==> src/hdl/pic_pkg.sv <==
// package: shared types and constants for the polymorphic inline cache
`default_nettype none
package pic_pkg;

   localparam logic [1:0] MODE_UNINIT = 2'd0;
   localparam logic [1:0] MODE_MONO   = 2'd1;
   localparam logic [1:0] MODE_POLY   = 2'd2;
   localparam logic [1:0] MODE_MEGA   = 2'd3;

   localparam logic OP_ACCESS     = 1'b0;
   localparam logic OP_INVALIDATE = 1'b1;

   localparam int REQ_DATA_W = 88;
   localparam int RSP_DATA_W = 88;

   typedef enum logic {
      ST_IDLE,
      ST_EXEC
   } ctrl_state_type;

   typedef struct packed {
      logic capture;
      logic execute;
   } dp_cmd_type;

endpackage
`default_nettype wire

==> src/hdl/pic_ctrl.sv <==
// controller: handshake sequencing for the polymorphic inline cache
`default_nettype none
module pic_ctrl
   import pic_pkg::*;
(
   input  wire logic       clock,
   input  wire logic       reset,
   input  wire logic       req_tvalid,
   output logic            req_tready,
   output logic            rsp_tvalid,
   input  wire logic       rsp_tready,
   output dp_cmd_type      cmd
);

   ctrl_state_type state_ff, state_in;
   logic           rsp_valid_ff, rsp_valid_in;

   always_ff @(posedge clock) begin
      if (reset) begin
         state_ff     <= ST_IDLE;
         rsp_valid_ff <= 1'b0;
      end else begin
         state_ff     <= state_in;
         rsp_valid_ff <= rsp_valid_in;
      end
   end

   always_comb begin
      state_in     = state_ff;
      rsp_valid_in = rsp_valid_ff && !rsp_tready;
      req_tready   = 1'b0;
      cmd          = '0;
      unique case (state_ff)
         ST_IDLE: begin
            req_tready = !rsp_valid_ff || rsp_tready;
            if (req_tvalid && req_tready) begin
               cmd.capture = 1'b1;
               state_in    = ST_EXEC;
            end
         end
         ST_EXEC: begin
            cmd.execute  = 1'b1;
            rsp_valid_in = 1'b1;
            state_in     = ST_IDLE;
         end
         default: begin
            state_in = ST_IDLE;
         end
      endcase
   end

   assign rsp_tvalid = rsp_valid_ff;

endmodule
`default_nettype wire

==> src/hdl/pic_datapath.sv <==
// datapath: tag table, probe, fill logic, counters and result register
`default_nettype none
module pic_datapath
   import pic_pkg::*;
#(
   parameter int MAX_ENTRIES = 4
) (
   input  wire logic                  clock,
   input  wire logic                  reset,
   input  wire dp_cmd_type            cmd,
   input  wire logic [REQ_DATA_W-1:0] req_tdata,
   input  wire logic                  req_tuser,
   input  wire logic                  csr_write,
   input  wire logic                  csr_value,
   output logic      [RSP_DATA_W-1:0] rsp_tdata
);

   localparam int CW = $clog2(MAX_ENTRIES + 1);

   logic          load_site_ff;
   logic [1:0]    mode_ff, mode_in;
   logic [CW-1:0] cnt_ff, cnt_in;
   logic [31:0]   tag_ff [MAX_ENTRIES];
   logic [15:0]   slot_ff [MAX_ENTRIES];
   logic [31:0]   hit_cnt_ff, hit_cnt_in;
   logic [31:0]   miss_cnt_ff, miss_cnt_in;

   logic          op_ff;
   logic [31:0]   shape_ff;
   logic          present_ff;
   logic          fvalid_ff;
   logic [31:0]   fshape_ff;
   logic [15:0]   fslot_ff;

   logic          res_hit_ff, res_hit_in;
   logic          res_svalid_ff, res_svalid_in;
   logic [15:0]   res_slot_ff, res_slot_in;
   logic [1:0]    res_mode_ff;
   logic [2:0]    res_used_ff;
   logic [31:0]   res_hits_ff;
   logic [31:0]   res_misses_ff;

   logic [MAX_ENTRIES-1:0] probe_match;
   logic [MAX_ENTRIES-1:0] fill_match;
   logic                   probe_hit;
   logic [15:0]            probe_slot;
   logic                   hit;
   logic                   do_fill;
   logic [31:0]            ins_tag;
   logic                   wr_en;
   logic [CW-1:0]          wr_idx;

   always_ff @(posedge clock) begin
      if (reset) begin
         load_site_ff <= 1'b1;
      end else if (csr_write) begin
         load_site_ff <= csr_value;
      end
   end

   // input item capture
   always_ff @(posedge clock) begin
      if (cmd.capture) begin
         op_ff      <= req_tuser;
         shape_ff   <= req_tdata[31:0];
         present_ff <= req_tdata[32];
         fvalid_ff  <= req_tdata[33];
         fshape_ff  <= req_tdata[65:34];
         fslot_ff   <= req_tdata[81:66];
      end
   end

   assign ins_tag = load_site_ff ? shape_ff : fshape_ff;

   always_comb begin
      for (int i = 0; i < MAX_ENTRIES; i++) begin
         probe_match[i] = (cnt_ff > CW'(i)) && (tag_ff[i] == shape_ff);
         fill_match[i]  = (cnt_ff > CW'(i)) && (tag_ff[i] == ins_tag);
      end
   end

   // lowest matching entry wins
   always_comb begin
      probe_hit  = 1'b0;
      probe_slot = '0;
      unique case (mode_ff)
         MODE_MONO: begin
            probe_hit  = (tag_ff[0] == shape_ff);
            probe_slot = slot_ff[0];
         end
         MODE_POLY: begin
            probe_hit = |probe_match;
            for (int i = MAX_ENTRIES - 1; i >= 0; i--) begin
               if (probe_match[i]) begin
                  probe_slot = slot_ff[i];
               end
            end
         end
         default: begin
            probe_hit = 1'b0;
         end
      endcase
   end

   always_comb begin
      hit         = (op_ff == OP_ACCESS) && present_ff && probe_hit;
      do_fill     = (op_ff == OP_ACCESS) && !hit &&
                    (load_site_ff ? (present_ff && fvalid_ff) : fvalid_ff);
      mode_in     = mode_ff;
      cnt_in      = cnt_ff;
      hit_cnt_in  = hit_cnt_ff;
      miss_cnt_in = miss_cnt_ff;
      wr_en       = 1'b0;
      wr_idx      = '0;
      res_hit_in    = 1'b0;
      res_svalid_in = 1'b0;
      res_slot_in   = '0;
      if (op_ff == OP_INVALIDATE) begin
         mode_in = MODE_UNINIT;
         cnt_in  = '0;
      end else if (hit) begin
         res_hit_in    = 1'b1;
         res_svalid_in = 1'b1;
         res_slot_in   = probe_slot;
         if (hit_cnt_ff != 32'hFFFF_FFFF) begin
            hit_cnt_in = hit_cnt_ff + 32'd1;
         end
      end else begin
         if (miss_cnt_ff != 32'hFFFF_FFFF) begin
            miss_cnt_in = miss_cnt_ff + 32'd1;
         end
         if (do_fill) begin
            res_svalid_in = 1'b1;
            res_slot_in   = fslot_ff;
            unique case (mode_ff)
               MODE_UNINIT: begin
                  mode_in = MODE_MONO;
                  wr_en   = 1'b1;
                  wr_idx  = CW'(0);
                  cnt_in  = CW'(1);
               end
               MODE_MONO: begin
                  if (ins_tag != tag_ff[0]) begin
                     mode_in = MODE_POLY;
                     wr_en   = 1'b1;
                     wr_idx  = CW'(1);
                     cnt_in  = CW'(2);
                  end
               end
               MODE_POLY: begin
                  if (!(|fill_match)) begin
                     if (cnt_ff < CW'(MAX_ENTRIES)) begin
                        wr_en  = 1'b1;
                        wr_idx = cnt_ff;
                        cnt_in = cnt_ff + CW'(1);
                     end else begin
                        mode_in = MODE_MEGA;
                     end
                  end
               end
               default: begin
                  mode_in = mode_ff;
               end
            endcase
         end
      end
   end

   always_ff @(posedge clock) begin
      if (reset) begin
         mode_ff     <= MODE_UNINIT;
         cnt_ff      <= '0;
         hit_cnt_ff  <= '0;
         miss_cnt_ff <= '0;
      end else if (cmd.execute) begin
         mode_ff     <= mode_in;
         cnt_ff      <= cnt_in;
         hit_cnt_ff  <= hit_cnt_in;
         miss_cnt_ff <= miss_cnt_in;
      end
   end

   always_ff @(posedge clock) begin
      for (int i = 0; i < MAX_ENTRIES; i++) begin
         if (cmd.execute && wr_en && (wr_idx == CW'(i))) begin
            tag_ff[i]  <= ins_tag;
            slot_ff[i] <= fslot_ff;
         end
      end
   end

   always_ff @(posedge clock) begin
      if (cmd.execute) begin
         res_hit_ff    <= res_hit_in;
         res_svalid_ff <= res_svalid_in;
         res_slot_ff   <= res_slot_in;
         res_mode_ff   <= mode_in;
         res_used_ff   <= 3'(cnt_in);
         res_hits_ff   <= hit_cnt_in;
         res_misses_ff <= miss_cnt_in;
      end
   end

   assign rsp_tdata = {1'b0, res_misses_ff, res_hits_ff, res_used_ff, res_mode_ff,
                       res_slot_ff, res_svalid_ff, res_hit_ff};

endmodule
`default_nettype wire

==> src/hdl/polymorphic_inline_cache.sv <==
// Polymorphic inline cache for one property access site.
// req channel: one item per access or invalidate; tuser selects the kind
// (0 access, 1 invalidate), tdata carries shape, fill request and fill slot.
// rsp channel: one item per request with hit, slot, cache mode, entry count
// and the saturating hit and miss totals after the step.
// csr channel: writes the load_site bit (1 load site, 0 store site); always
// ready. The user must write it only while no request is in flight; the
// block does not enforce this. Each item is first captured into the input
// registers; then the tag compare and table update run and the result
// register loads, and the result is valid once it has loaded. The next
// request is taken in the same cycle the result is taken, so no new request
// is taken while one is being executed.
// A stalled result stays in its register and holds off further requests
// until it is taken.
// Reset empties the table, clears both totals and sets load_site to 1.
`default_nettype none
module polymorphic_inline_cache
   import pic_pkg::*;
#(
   parameter int MAX_ENTRIES = 4
) (
   input  wire logic                  clock,
   input  wire logic                  reset,
   input  wire logic                  req_tvalid,
   output logic                       req_tready,
   // shape_id[31:0], shape_present[32], fill_valid[33], fill_shape_id[65:34],
   // fill_slot[81:66], zero fill above
   input  wire logic [REQ_DATA_W-1:0] req_tdata,
   // mode[0]
   input  wire logic                  req_tuser,
   output logic                       rsp_tvalid,
   input  wire logic                  rsp_tready,
   // hit[0], slot_valid[1], slot[17:2], cache_mode[19:18], entries_used[22:20],
   // hit_total[54:23], miss_total[86:55], zero fill above
   output logic      [RSP_DATA_W-1:0] rsp_tdata,
   input  wire logic                  csr_valid,
   output logic                       csr_ready,
   input  wire logic                  csr_data
);

   dp_cmd_type cmd;

   assign csr_ready = 1'b1;

   pic_ctrl u_ctrl (
      .clock      (clock),
      .reset      (reset),
      .req_tvalid (req_tvalid),
      .req_tready (req_tready),
      .rsp_tvalid (rsp_tvalid),
      .rsp_tready (rsp_tready),
      .cmd        (cmd)
   );

   pic_datapath #(
      .MAX_ENTRIES (MAX_ENTRIES)
   ) u_datapath (
      .clock     (clock),
      .reset     (reset),
      .cmd       (cmd),
      .req_tdata (req_tdata),
      .req_tuser (req_tuser),
      .csr_write (csr_valid && csr_ready),
      .csr_value (csr_data),
      .rsp_tdata (rsp_tdata)
   );

endmodule
`default_nettype wire

==> config.mk <==
export PLATFORM = sky130hd
export DESIGN_NAME = polymorphic_inline_cache
export DESIGN_NICKNAME = d
export VERILOG_FILES = /design/src/hdl/pic_pkg.sv /design/src/hdl/pic_ctrl.sv /design/src/hdl/pic_datapath.sv /design/src/hdl/polymorphic_inline_cache.sv
export SDC_FILE = /design/constraint.sdc
export NUM_CORES = 1
export LEC_CHECK = 0
export BUFFER_PORTS_ARGS = -buffer_cell sky130_fd_sc_hd__clkbuf_2
export CAP_MARGIN = 20
export CORE_AREA = 2 2 203 205
export CTS_CLUSTER_DIAMETER = 100
export DETAILED_ROUTE_END_ITERATION = 8
export DIE_AREA = 0 0 205 207
export PLACE_DENSITY = 0.72
export SLEW_MARGIN = 0
export SYNTH_ARGS = -nofsm -noshare
export SYNTH_HDL_FRONTEND = slang
export SYNTH_SLANG_ARGS = --single-unit
==> constraint.sdc <==
create_clock -name clock -period 6.3 [get_ports clock]
set_clock_uncertainty 0.15 [all_clocks]
set_input_delay 0.945 -clock clock [delete_from_list [all_inputs] [get_ports clock]]
set_output_delay 0.945 -clock clock [all_outputs]
set_load 0.005 [all_outputs]
==> results of run 1 <==
## path summary, 6_finish.rpt
check,cells past startpoint,from,endpoint
worst min register to register,2,u_datapath.hit_cnt_ff[10]$_SDFFE_PP0P_,u_datapath.hit_cnt_ff[10]$_SDFFE_PP0P_
worst max-delay path,10,u_datapath.load_site_ff$_SDFFE_PP1P_,u_datapath.tag_ff[1][3]$_DFFE_PP_
worst max register to register,10,u_datapath.load_site_ff$_SDFFE_PP1P_,u_datapath.tag_ff[1][3]$_DFFE_PP_
worst min-delay path,2,u_datapath.hit_cnt_ff[10]$_SDFFE_PP0P_,u_datapath.hit_cnt_ff[10]$_SDFFE_PP0P_
## cell families after synthesis
family	count (synthesis)
muxes	53
xor gates and xnor gates	365
buffers and inverters	139
and+or+nand+nor	462
adders and majority gates	9
other	2
DFF	434
AOI/OAI and AO/OA	115
## worst reg2reg max path, cell delays in order, from the launching register on
cell      delay (ns)
dfxtp_4         0.97
mux2i_4         0.52
xnor2_1         0.18
nor4_1          0.54
nand4_1         0.29
nor3b_1         0.32
nor4_2          0.13
and2_4          0.20
and4_1          0.26
and4bb_2        1.02
buf_4           0.44
## routing by layer
metal | GRT usage (%) | vias to the layer above | part of all wire (%)
met5 | 0 | - | 0
met4 | 8.73 | 0 | 3.8
met3 | 3.84 | 97 | 6.3
met2 | 34.5 | 477 | 46
met1 | 29.9 | 6097 | 44
li1 | - | 5948 | -
## sequential cells by signal, indices dropped and copies added (netlist names), 32 cells and up
register                  count
u_datapath.fshape_ff         32
u_datapath.slot_ff           64
u_datapath.hit_cnt_ff        32
u_datapath.miss_cnt_ff       32
u_datapath.res_hits_ff       32
u_datapath.res_misses_ff     32
u_datapath.tag_ff           128
u_datapath.shape_ff          32
## stage by stage
step | util [%] | hold slack [ns] | worst slack, ns | std cells | instance area, µm²
3_5_place_dp | 53.4 | 0.364 | 0.906 | 2216 | 21600
4_1_cts | 57.1 | 0.364 | 0.883 | 2297 | 23100
5_1_grt | 57.1 | 0.374 | 0.625 | 2297 | 23100
3_3_place_gp | 53.4 | 0.343 | 0.902 | 2216 | 21600
2_1_floorplan | - | 0.330 | 0.197 | 1579 | 20300
6_report | 57.1 | 0.367 | 0.946 | 2297 | 23100
## cell usage after synthesis, types with 5 or more instances
| cell type | number |
|---|---|
| edfxtp_1 | 362 |
| xnor2_1 | 255 |
| nand2_1 | 110 |
| xor2_1 | 110 |
| nor2_1 | 95 |
| dfxtp_1 | 72 |
| nand4_1 | 57 |
| inv_1 | 51 |
| nand3_1 | 50 |
| nor4_1 | 43 |
| buf_2 | 42 |
| o21ai_0 | 39 |
| clkbuf_1 | 28 |
| and3_1 | 23 |
| mux2i_1 | 20 |
| nor3_1 | 19 |
| mux2i_2 | 17 |
| a22o_1 | 16 |
| a21oi_1 | 14 |
| and4_1 | 13 |
| mux2i_4 | 12 |
| and2_1 | 11 |
| ha_1 | 9 |
| or3_1 | 8 |
| buf_4 | 7 |
| o311ai_1 | 6 |
| o41ai_1 | 6 |
| or2_2 | 6 |
| buf_1 | 5 |
## power breakdown
part	total, mW	switching, mW	leakage (nW)	internal [mW]
clock	2.68	1.11	0.730	1.58
combinational	0.391	0.231	3.19	0.160
sequential	3.27	0.0797	3.93	3.19
## cell type report
type,count,share of cell area [%]
Clock inverter,29,1.24
Tap cell,532,2.89
Inverter,52,0.847
Multi-Input combinational cell,1006,31.9
Timing Repair Buffer,192,4.44
Clock buffer,52,5.23
Sequential cell,434,53.4
==> results.cfg, run 1 <==
[clock_network]
clkTransAtPathRegs_ns = 0.06
cts_root_buffer = clkbuf_16
cts_tree = done
cts_hold_buffers = 0
cts_resized = 0
cts-htree-levels = 2
cts_setup_buffers = 0
cts_buffer_depth = 3
insertion_delay_ns = 0.58
cts_buffers = 45
clock_sinks = 434

[die]
die_area_um2 = 42400
core_um2 = 40400
start_util_pct = 50.2
fp-row-count = 74
ios = 186
die_x_um = 205
die_h_um = 207

[status]
status = finished, final reports clean

[synthesis]
async_flop_share_pct = 0
synth_area_leaders = edfxtp_1 (54%), xnor2_1 (11%), dfxtp_1 (7.1%), xor2_1 (4.8%), nand2_1 (2.0%)
synth_compound_area_share_pct = 4.15
synth_top_area_share_pct = 53.7
post_synth_num_cell_types = 65
syn_area_um2 = 20300
synth_simple_gate_area_share_pct = 11.9
ys_ff_latch = 434
ys_warn_count = 0
synth_mux_area_share_pct = 3.70
syn-instance-count = 1579
synth_edf_count = 362
seq_area_frac_synth_pct = 60.8
syn_avg_cell_area_um2 = 12.8
synth_ff_type = edfxtp_1
synth_xor_area_share_pct = 15.8
synth_nets = 1683
synthAdderAreaFrac_pct = 0.556
synth_top_family_by_area = XOR/XNOR gates
yosys.area.top_type = edfxtp_1

[global_route]
grt_start_max_net_pins = 67
grt_overflow_total = 0
antenna_found_initial = 0
grt_pass1_vias = 12356
grt_pass1_wl_mm = 70.7
track_usage_pct = 21.8

[setup_path]
critPathLaunchType = register
path_cells = mux2i_4 -> xnor2_1 -> nor4_1 -> nand4_1 -> nor3b_1 -> nor4_2 -> and2_4 -> and4_1 -> and4bb_2 -> buf_4
crit_family = simple AND/OR/NAND/NOR gates
max_stage_delay_ns = 1.02
critPathBufInv = 1
worst_path_max_delay_cell = and4bb_2
crit_fanout = 33
cp.required_ns = 6.39
worstPathArrival_ns = 5.45
crit_type = reg -> reg
crit_path_end_kind = register
regToRegSetupSlack_ns = 0.95

[layout]
area_delta_synth_final_pct = 13.8
fin_nets = 1835
multi_input_area_um2 = 7360
n_fill_cell = 3299
final_common_cell = edfxtp_1
final-seq-area_um2 = 12300
layout-drive-gt1-share_pct = 18.2
antenna_cells = 0
most-common-layout-cells = edfxtp_1 (362), xnor2_1 (255), clkbuf_2 (177)

[sta]
hold_viol = 0
max_slew_margin_pct = 29.4
max_freq_mhz = 187
slew_violations = 0
period_share_pct = 85.0
tightest_slew_ns = 1.06
rsz0062_at_grt = no
final.setup.tns_ns = 0
setup_violations = 0
fin_crit_ns = 5.35

[power_and_ir_drop]
power_mw = 6.35
peakVddDrop_v = 0.000175
cellPowerDensity_nw_per_um2 = 275
p_leak_nw = 7.86

[worst_hold_path]
hp-class = reg -> reg

[place]
port_buffers = 177
place_congestion = 0.967
dpl.hpwl_mm = 32.2

[routing]
drc = 0
dr.first_iter.drc_count = 1027
first_pass_iters = 5
drt-vias-per-instance = 5.49
postRouteAntennaNets = 0
wl_per_cell_um = 20.2
wirelength_mm = 46.4
vias = 12619

[flow_run]
maxCapViolations = 0
No activity file was read; power rests on OpenSTA's default activity.
==> inputs of run 2 (changes only) <==
PLACE_DENSITY = 0.69   (was 0.72)
clock period = 5.6 ns   (was 6.3 ns; I/O delays follow)
==> run 2 against run 1 <==
  * Clock-buffer cell count up 4
  * Sequential share of layout area shrank 0.14 points
  * Total power rose by 14%
  * Non-clock buffer count increased by 1
  * Setup slack got worse by 0.048 ns
  * Worst hold slack lost 0.081 ns
  * Global-route usage rose by 0.43 points
  * Routed wire length grew 1.6%
  * Register-to-register slack lost 0.05 ns
  * Largest power group unchanged
==> results.cfg, run 2 (same netlist as run 1, synthesis figures left out) <==
[status]
status = finished, final reports clean

[clock_network]
clkTransAtPathRegs_ns = 0.06
cts_setup_buffers = 0
cts_resized = 0
cts_tree = done
cts-htree-levels = 2
cts_root_buffer = clkbuf_16
cts_buffers = 46
cts_hold_buffers = 0
cts_buffer_depth = 3
insertion_delay_ns = 0.58
clock_sinks = 434

[setup_path]
worstPathArrival_ns = 4.80
timing.critical_path.from = u_datapath.load_site_ff$_SDFFE_PP1P_
reg2reg_depth = 11
critPathLaunchType = register
regToRegSetupSlack_ns = 0.90
crit_type = reg -> reg
crit_path_end_kind = register
cp.required_ns = 5.70
crit_fanout = 37
timing.rr.start = u_datapath.load_site_ff$_SDFFE_PP1P_
r2r-end = u_datapath.slot_ff[1][15]$_DFFE_PP_

[routing]
drt-vias-per-instance = 5.49
vias = 12612
drc = 0
first_pass_iters = 5
postRouteAntennaNets = 0
dr.first_iter.drc_count = 882
wl_per_cell_um = 20.5
wirelength_mm = 47.1

[sta]
hold_viol = 0
rsz0062_at_grt = no
slew_violations = 0
whs_ns = 0.286
setup_violations = 0
period_share_pct = 84.0
max_slew_margin_pct = 37.4
final.setup.tns_ns = 0
fin_crit_ns = 4.70
tightest_slew_ns = 0.939
max_freq_mhz = 213

[worst_hold_path]
min-delay-start = req_tdata[45]
min_path_cells = 1
min_to = u_datapath.fshape_ff[11]$_DFFE_PP_
hp-class = in -> reg

[layout]
most-common-layout-cells = edfxtp_1 (362), xnor2_1 (255), clkbuf_2 (177)
final-seq-area_um2 = 12300
area_delta_synth_final_pct = 14.1
multi_input_area_um2 = 7360
reg.largest.list = u_datapath.tag_ff (128), u_datapath.slot_ff (64)
final_common_cell = edfxtp_1
n_fill_cell = 3289
layout-drive-gt1-share_pct = 18.2
largest_reg_flops = 128
fin_nets = 1837
antenna_cells = 0
final_cells = 2299
largest_register = u_datapath.tag_ff

[die]
fp-row-count = 74
ios = 186
die_area_um2 = 42400
die_h_um = 207
die_x_um = 205
core_um2 = 40400
start_util_pct = 50.2

[power_and_ir_drop]
p_seq_share_pct = 50.9
p_leak_nw = 7.88
switchingPower_mw = 1.60
cellPowerDensity_nw_per_um2 = 312
peakVddDrop_v = 0.000235
p_comb_share_pct = 6.3
sw_frac_of_total_pct = 22.2
clkPwrFrac_pct = 42.7
p_int_mw = 5.61

[global_route]
grt_start_max_net_pins = 54
antenna_found_initial = 0
grt_pass1_wl_mm = 71.8
grt_pass1_vias = 12397
grt_overflow_total = 0
track_usage_pct = 22.2

[place]
dpl.hpwl_mm = 32.3
dp.cells = 2217
place_congestion = 0.905
port_buffers = 177

[flow_run]
maxCapViolations = 0
[run 2: cell count changes in the layout (fill, tap and decap cells not counted), moves of 2 or more]
cell | before | now
clkbuf_1 | 4 | 7
inv_6 | 3 | 1
buf_12 | 2 | 5
buf_4 | 13 | 11
[run 2: power groups by stage]
stage               Combinational [mW]  Sequential [mW]  Clock (mW)
floorplan                        0.315             3.70           0
global placement                 0.447             3.73           0
CTS                              0.456             3.67        3.14
global route                     0.489             3.68        3.26
finish                           0.457             3.67        3.08
detailed placement               0.453             3.74           0
[run 2: final cells by class]
type	count	share of cell area [%]
timing repair buffer	193	4.62
clock buffer	56	5.32
clock inverter	26	1.21
multi-input combinational	1006	31.8
sequential	434	53.3
inverter	52	0.844
tap	532	2.88
[run 2: how the worst max path moves through the flow]
| stage | slack [ns] | cells past startpoint | endpoint |
|---|---|---|---|
| floorplan | 0.27 | 3 | u_datapath.slot_ff[2][0]$_DFFE_PP_ |
| global placement | 1.06 | 11 | u_datapath.slot_ff[1][2]$_DFFE_PP_ |
| detailed placement | 0.98 | 11 | u_datapath.slot_ff[1][2]$_DFFE_PP_ |
| CTS | 0.94 | 11 | u_datapath.slot_ff[1][1]$_DFFE_PP_ |
| global route | 0.74 | 11 | u_datapath.slot_ff[1][15]$_DFFE_PP_ |
| finish | 0.90 | 11 | u_datapath.slot_ff[1][15]$_DFFE_PP_ |
[run 2: metal layers]
layer | up-vias | track usage (%) | part of all wire [%]
met5 | - | 0 | 0
met4 | 0 | 7.32 | 2.9
met3 | 88 | 4.34 | 7.1
met2 | 431 | 36.0 | 47
met1 | 6133 | 30.1 | 43
li1 | 5960 | - | -
[run 2: critical path, cell delays in order, from the launching register on]
cell and delay, ns:
dfxtp_4 0.35, buf_12 0.31, mux2i_2 0.48, xnor2_1 0.13
nor4_1 0.53, nand4_1 0.39, nor3b_1 0.40, nor4_2 0.16
and2_4 0.21, and4_1 0.26, and4bb_2 0.64, buf_12 0.32
[run 2: stage by stage]
stage                     instance area [µm²]  setup slack [ns]  total power [mW]  utilization, %
final                                   23100             0.897              7.20            57.3
after global routing                    23100             0.743              7.42            57.3
after CTS                               23100             0.943              7.27            57.3
after detailed placement                21600             0.979              4.19            53.5
after global placement                  21600              1.06              4.18            53.5
after floorplan                         20300             0.273              4.02               -
==> inputs of run 3 (changes only) <==
PLACE_DENSITY = 0.72   (was 0.69)
clock period = 4.06 ns   (was 5.6 ns; I/O delays follow)
==> run 3 against run 2 <==
  * Global-route usage increased by 0.28 points
  * Sequential power increased by 38%
  * Combinational power increased by 55%
  * Non-clock buffer count increased by 51
  * Clock-buffer cell count increased by 2
  * Clock power increased by 36%
  * Via count increased by 1.5%
  * Critical endpoint is now u_datapath.tag_ff[0][25]$_DFFE_PP_
  * Sequential cell count unchanged
  * Design area increased by 3.1%
  * Sequential share of layout area decreased by 1.6 points
  * Fmax increased by 19%
==> results.cfg, run 3 (same netlist as run 1, synthesis figures left out) <==
[power_and_ir_drop]
p_seq_share_pct = 50.9
p_leak_nw = 8.19
sw_frac_of_total_pct = 22.5
peakVddDrop_v = 0.000306
switchingPower_mw = 2.24
p_int_mw = 7.70
clkPwrFrac_pct = 42.0
p_comb_share_pct = 7.1
cellPowerDensity_nw_per_um2 = 417

[global_route]
use_met3_pct = 4.28
grt_pass1_vias = 12682
grt_pass1_wl_mm = 73.3
grt_most_used_layer = met2
met1_usage_pct = 32.0
track_usage_pct = 22.5
antenna_found_initial = 0
grt_start_max_net_pins = 72
grt_use_met2_pct = 35.6
grt_overflow_total = 0

[sta]
tightest_slew_ns = 0.895
period_share_pct = 97.4
fin_crit_ns = 3.95
max_freq_mhz = 253
final.setup.tns_ns = 0
max_slew_margin_pct = 40.3
rsz0062_at_grt = no
hold_viol = 0
setup_violations = 0
slew_violations = 0

[setup_path]
crit_path_end_kind = register
critPathBufInv = 2
crit_fanout = 11
path_cells = xor2_1 -> nor4_1 -> nand4_1 -> nor3_2 -> o41ai_4 -> a21oi_1 -> nor3_2 -> and3_4 -> nor4b_4 -> buf_12 -> buf_12
worstPathArrival_ns = 4.09
cp.required_ns = 4.19
max_stage_delay_ns = 0.71
crit_type = reg -> reg
crit_family = simple AND/OR/NAND/NOR gates
worst_path_max_delay_cell = nor4_1
critPathLaunchType = register

[layout]
fin_nets = 1888
largest_register = u_datapath.tag_ff
antenna_cells = 0
multi_input_area_um2 = 7570
fin_util_pct = 59.0
reg.largest.list = u_datapath.tag_ff (128), u_datapath.slot_ff (64)
largest_reg_flops = 128
final-seq-area_um2 = 12300
area_delta_synth_final_pct = 17.6
most-common-layout-cells = edfxtp_1 (362), xnor2_1 (254), clkbuf_2 (177)
final_common_cell = edfxtp_1
layout-drive-gt1-share_pct = 21.2
n_fill_cell = 3269

[clock_network]
cts-htree-levels = 2
cts_buffers = 46
clock_sinks = 434
cts_buffer_depth = 3
cts_root_buffer = clkbuf_16
clkTransAtPathRegs_ns = 0.06
cts_hold_buffers = 0
cts_tree = done
insertion_delay_ns = 0.59

[die]
die_h_um = 207
core_um2 = 40400
die_area_um2 = 42400
die_x_um = 205
ios = 186
start_util_pct = 50.2
fp-row-count = 74

[routing]
dr.first_iter.drc_count = 987
first_pass_iters = 6
vias = 12797
postRouteAntennaNets = 0
wl_per_cell_um = 20.2
wirelength_mm = 47.4
drt-vias-per-instance = 5.44
drc = 0

[place]
place_congestion = 0.988
dpl.hpwl_mm = 33.7
port_buffers = 177

[status]
status = finished, final reports clean

[flow_run]
maxCapViolations = 0

[worst_hold_path]
hp-class = in -> reg
run 3: path summary, 6_finish.rpt:
path                                               from                                     to  slack, ns  depth (start not counted)
setup reg to reg      u_datapath.shape_ff[17]$_DFFE_PP_     u_datapath.tag_ff[0][25]$_DFFE_PP_       0.11                         11
setup / recovery      u_datapath.shape_ff[17]$_DFFE_PP_     u_datapath.tag_ff[0][25]$_DFFE_PP_       0.11                         11
hold / removal                            req_tdata[42]      u_datapath.fshape_ff[8]$_DFFE_PP_       0.05                          1
hold reg to reg   u_datapath.hit_cnt_ff[8]$_SDFFE_PP0P_  u_datapath.hit_cnt_ff[8]$_SDFFE_PP0P_       0.37                          2
run 3: layer usage:
metal  part of all wire (%)  wire [µm]  up-vias
met5                      0          0        -
met4                    2.3       1100        0
met3                    7.4       3490       71
met2                     46      22000      434
met1                     44      20800     6217
li1                       -          -     6075
run 3: timing repair:
item | 4_1_cts | 5_1_grt
setup endpoints to repair | 145 | 122
resized for setup | 1 | 3
buffers inserted | 2 | 2
pin swaps | 0 | 1
run 3: cell type report:
cell class,instances,area share [%]
tap,532,2.79
sequential,434,51.7
inverter,52,0.819
multi-input combinational,1006,31.8
clock inverter,26,1.02
timing repair buffer,244,6.62
clock buffer,58,5.28
run 3: stage by stage:
stage	cell area, µm²	std cells	power [mW]	hold WS [ns]	worst slack (ns)
after floorplan	20500	1579	5.57	0.330	-0.371
after global routing	23800	2352	10.3	0.0343	0.0108
after CTS	23800	2350	10.0	0.0238	0.130
after detailed placement	22300	2264	5.85	0.359	-0.129
after global placement	22300	2264	5.83	0.340	-0.0559
final	23800	2352	9.94	0.0476	0.105
run 3: power groups by stage:
stage / Combinational, mW / Sequential (mW) / Clock [mW]
floorplan: 0.462 / 5.11 / 0
global placement: 0.676 / 5.16 / 0
detailed placement: 0.686 / 5.16 / 0
CTS: 0.704 / 5.06 / 4.26
global route: 0.757 / 5.07 / 4.45
finish: 0.707 / 5.06 / 4.18
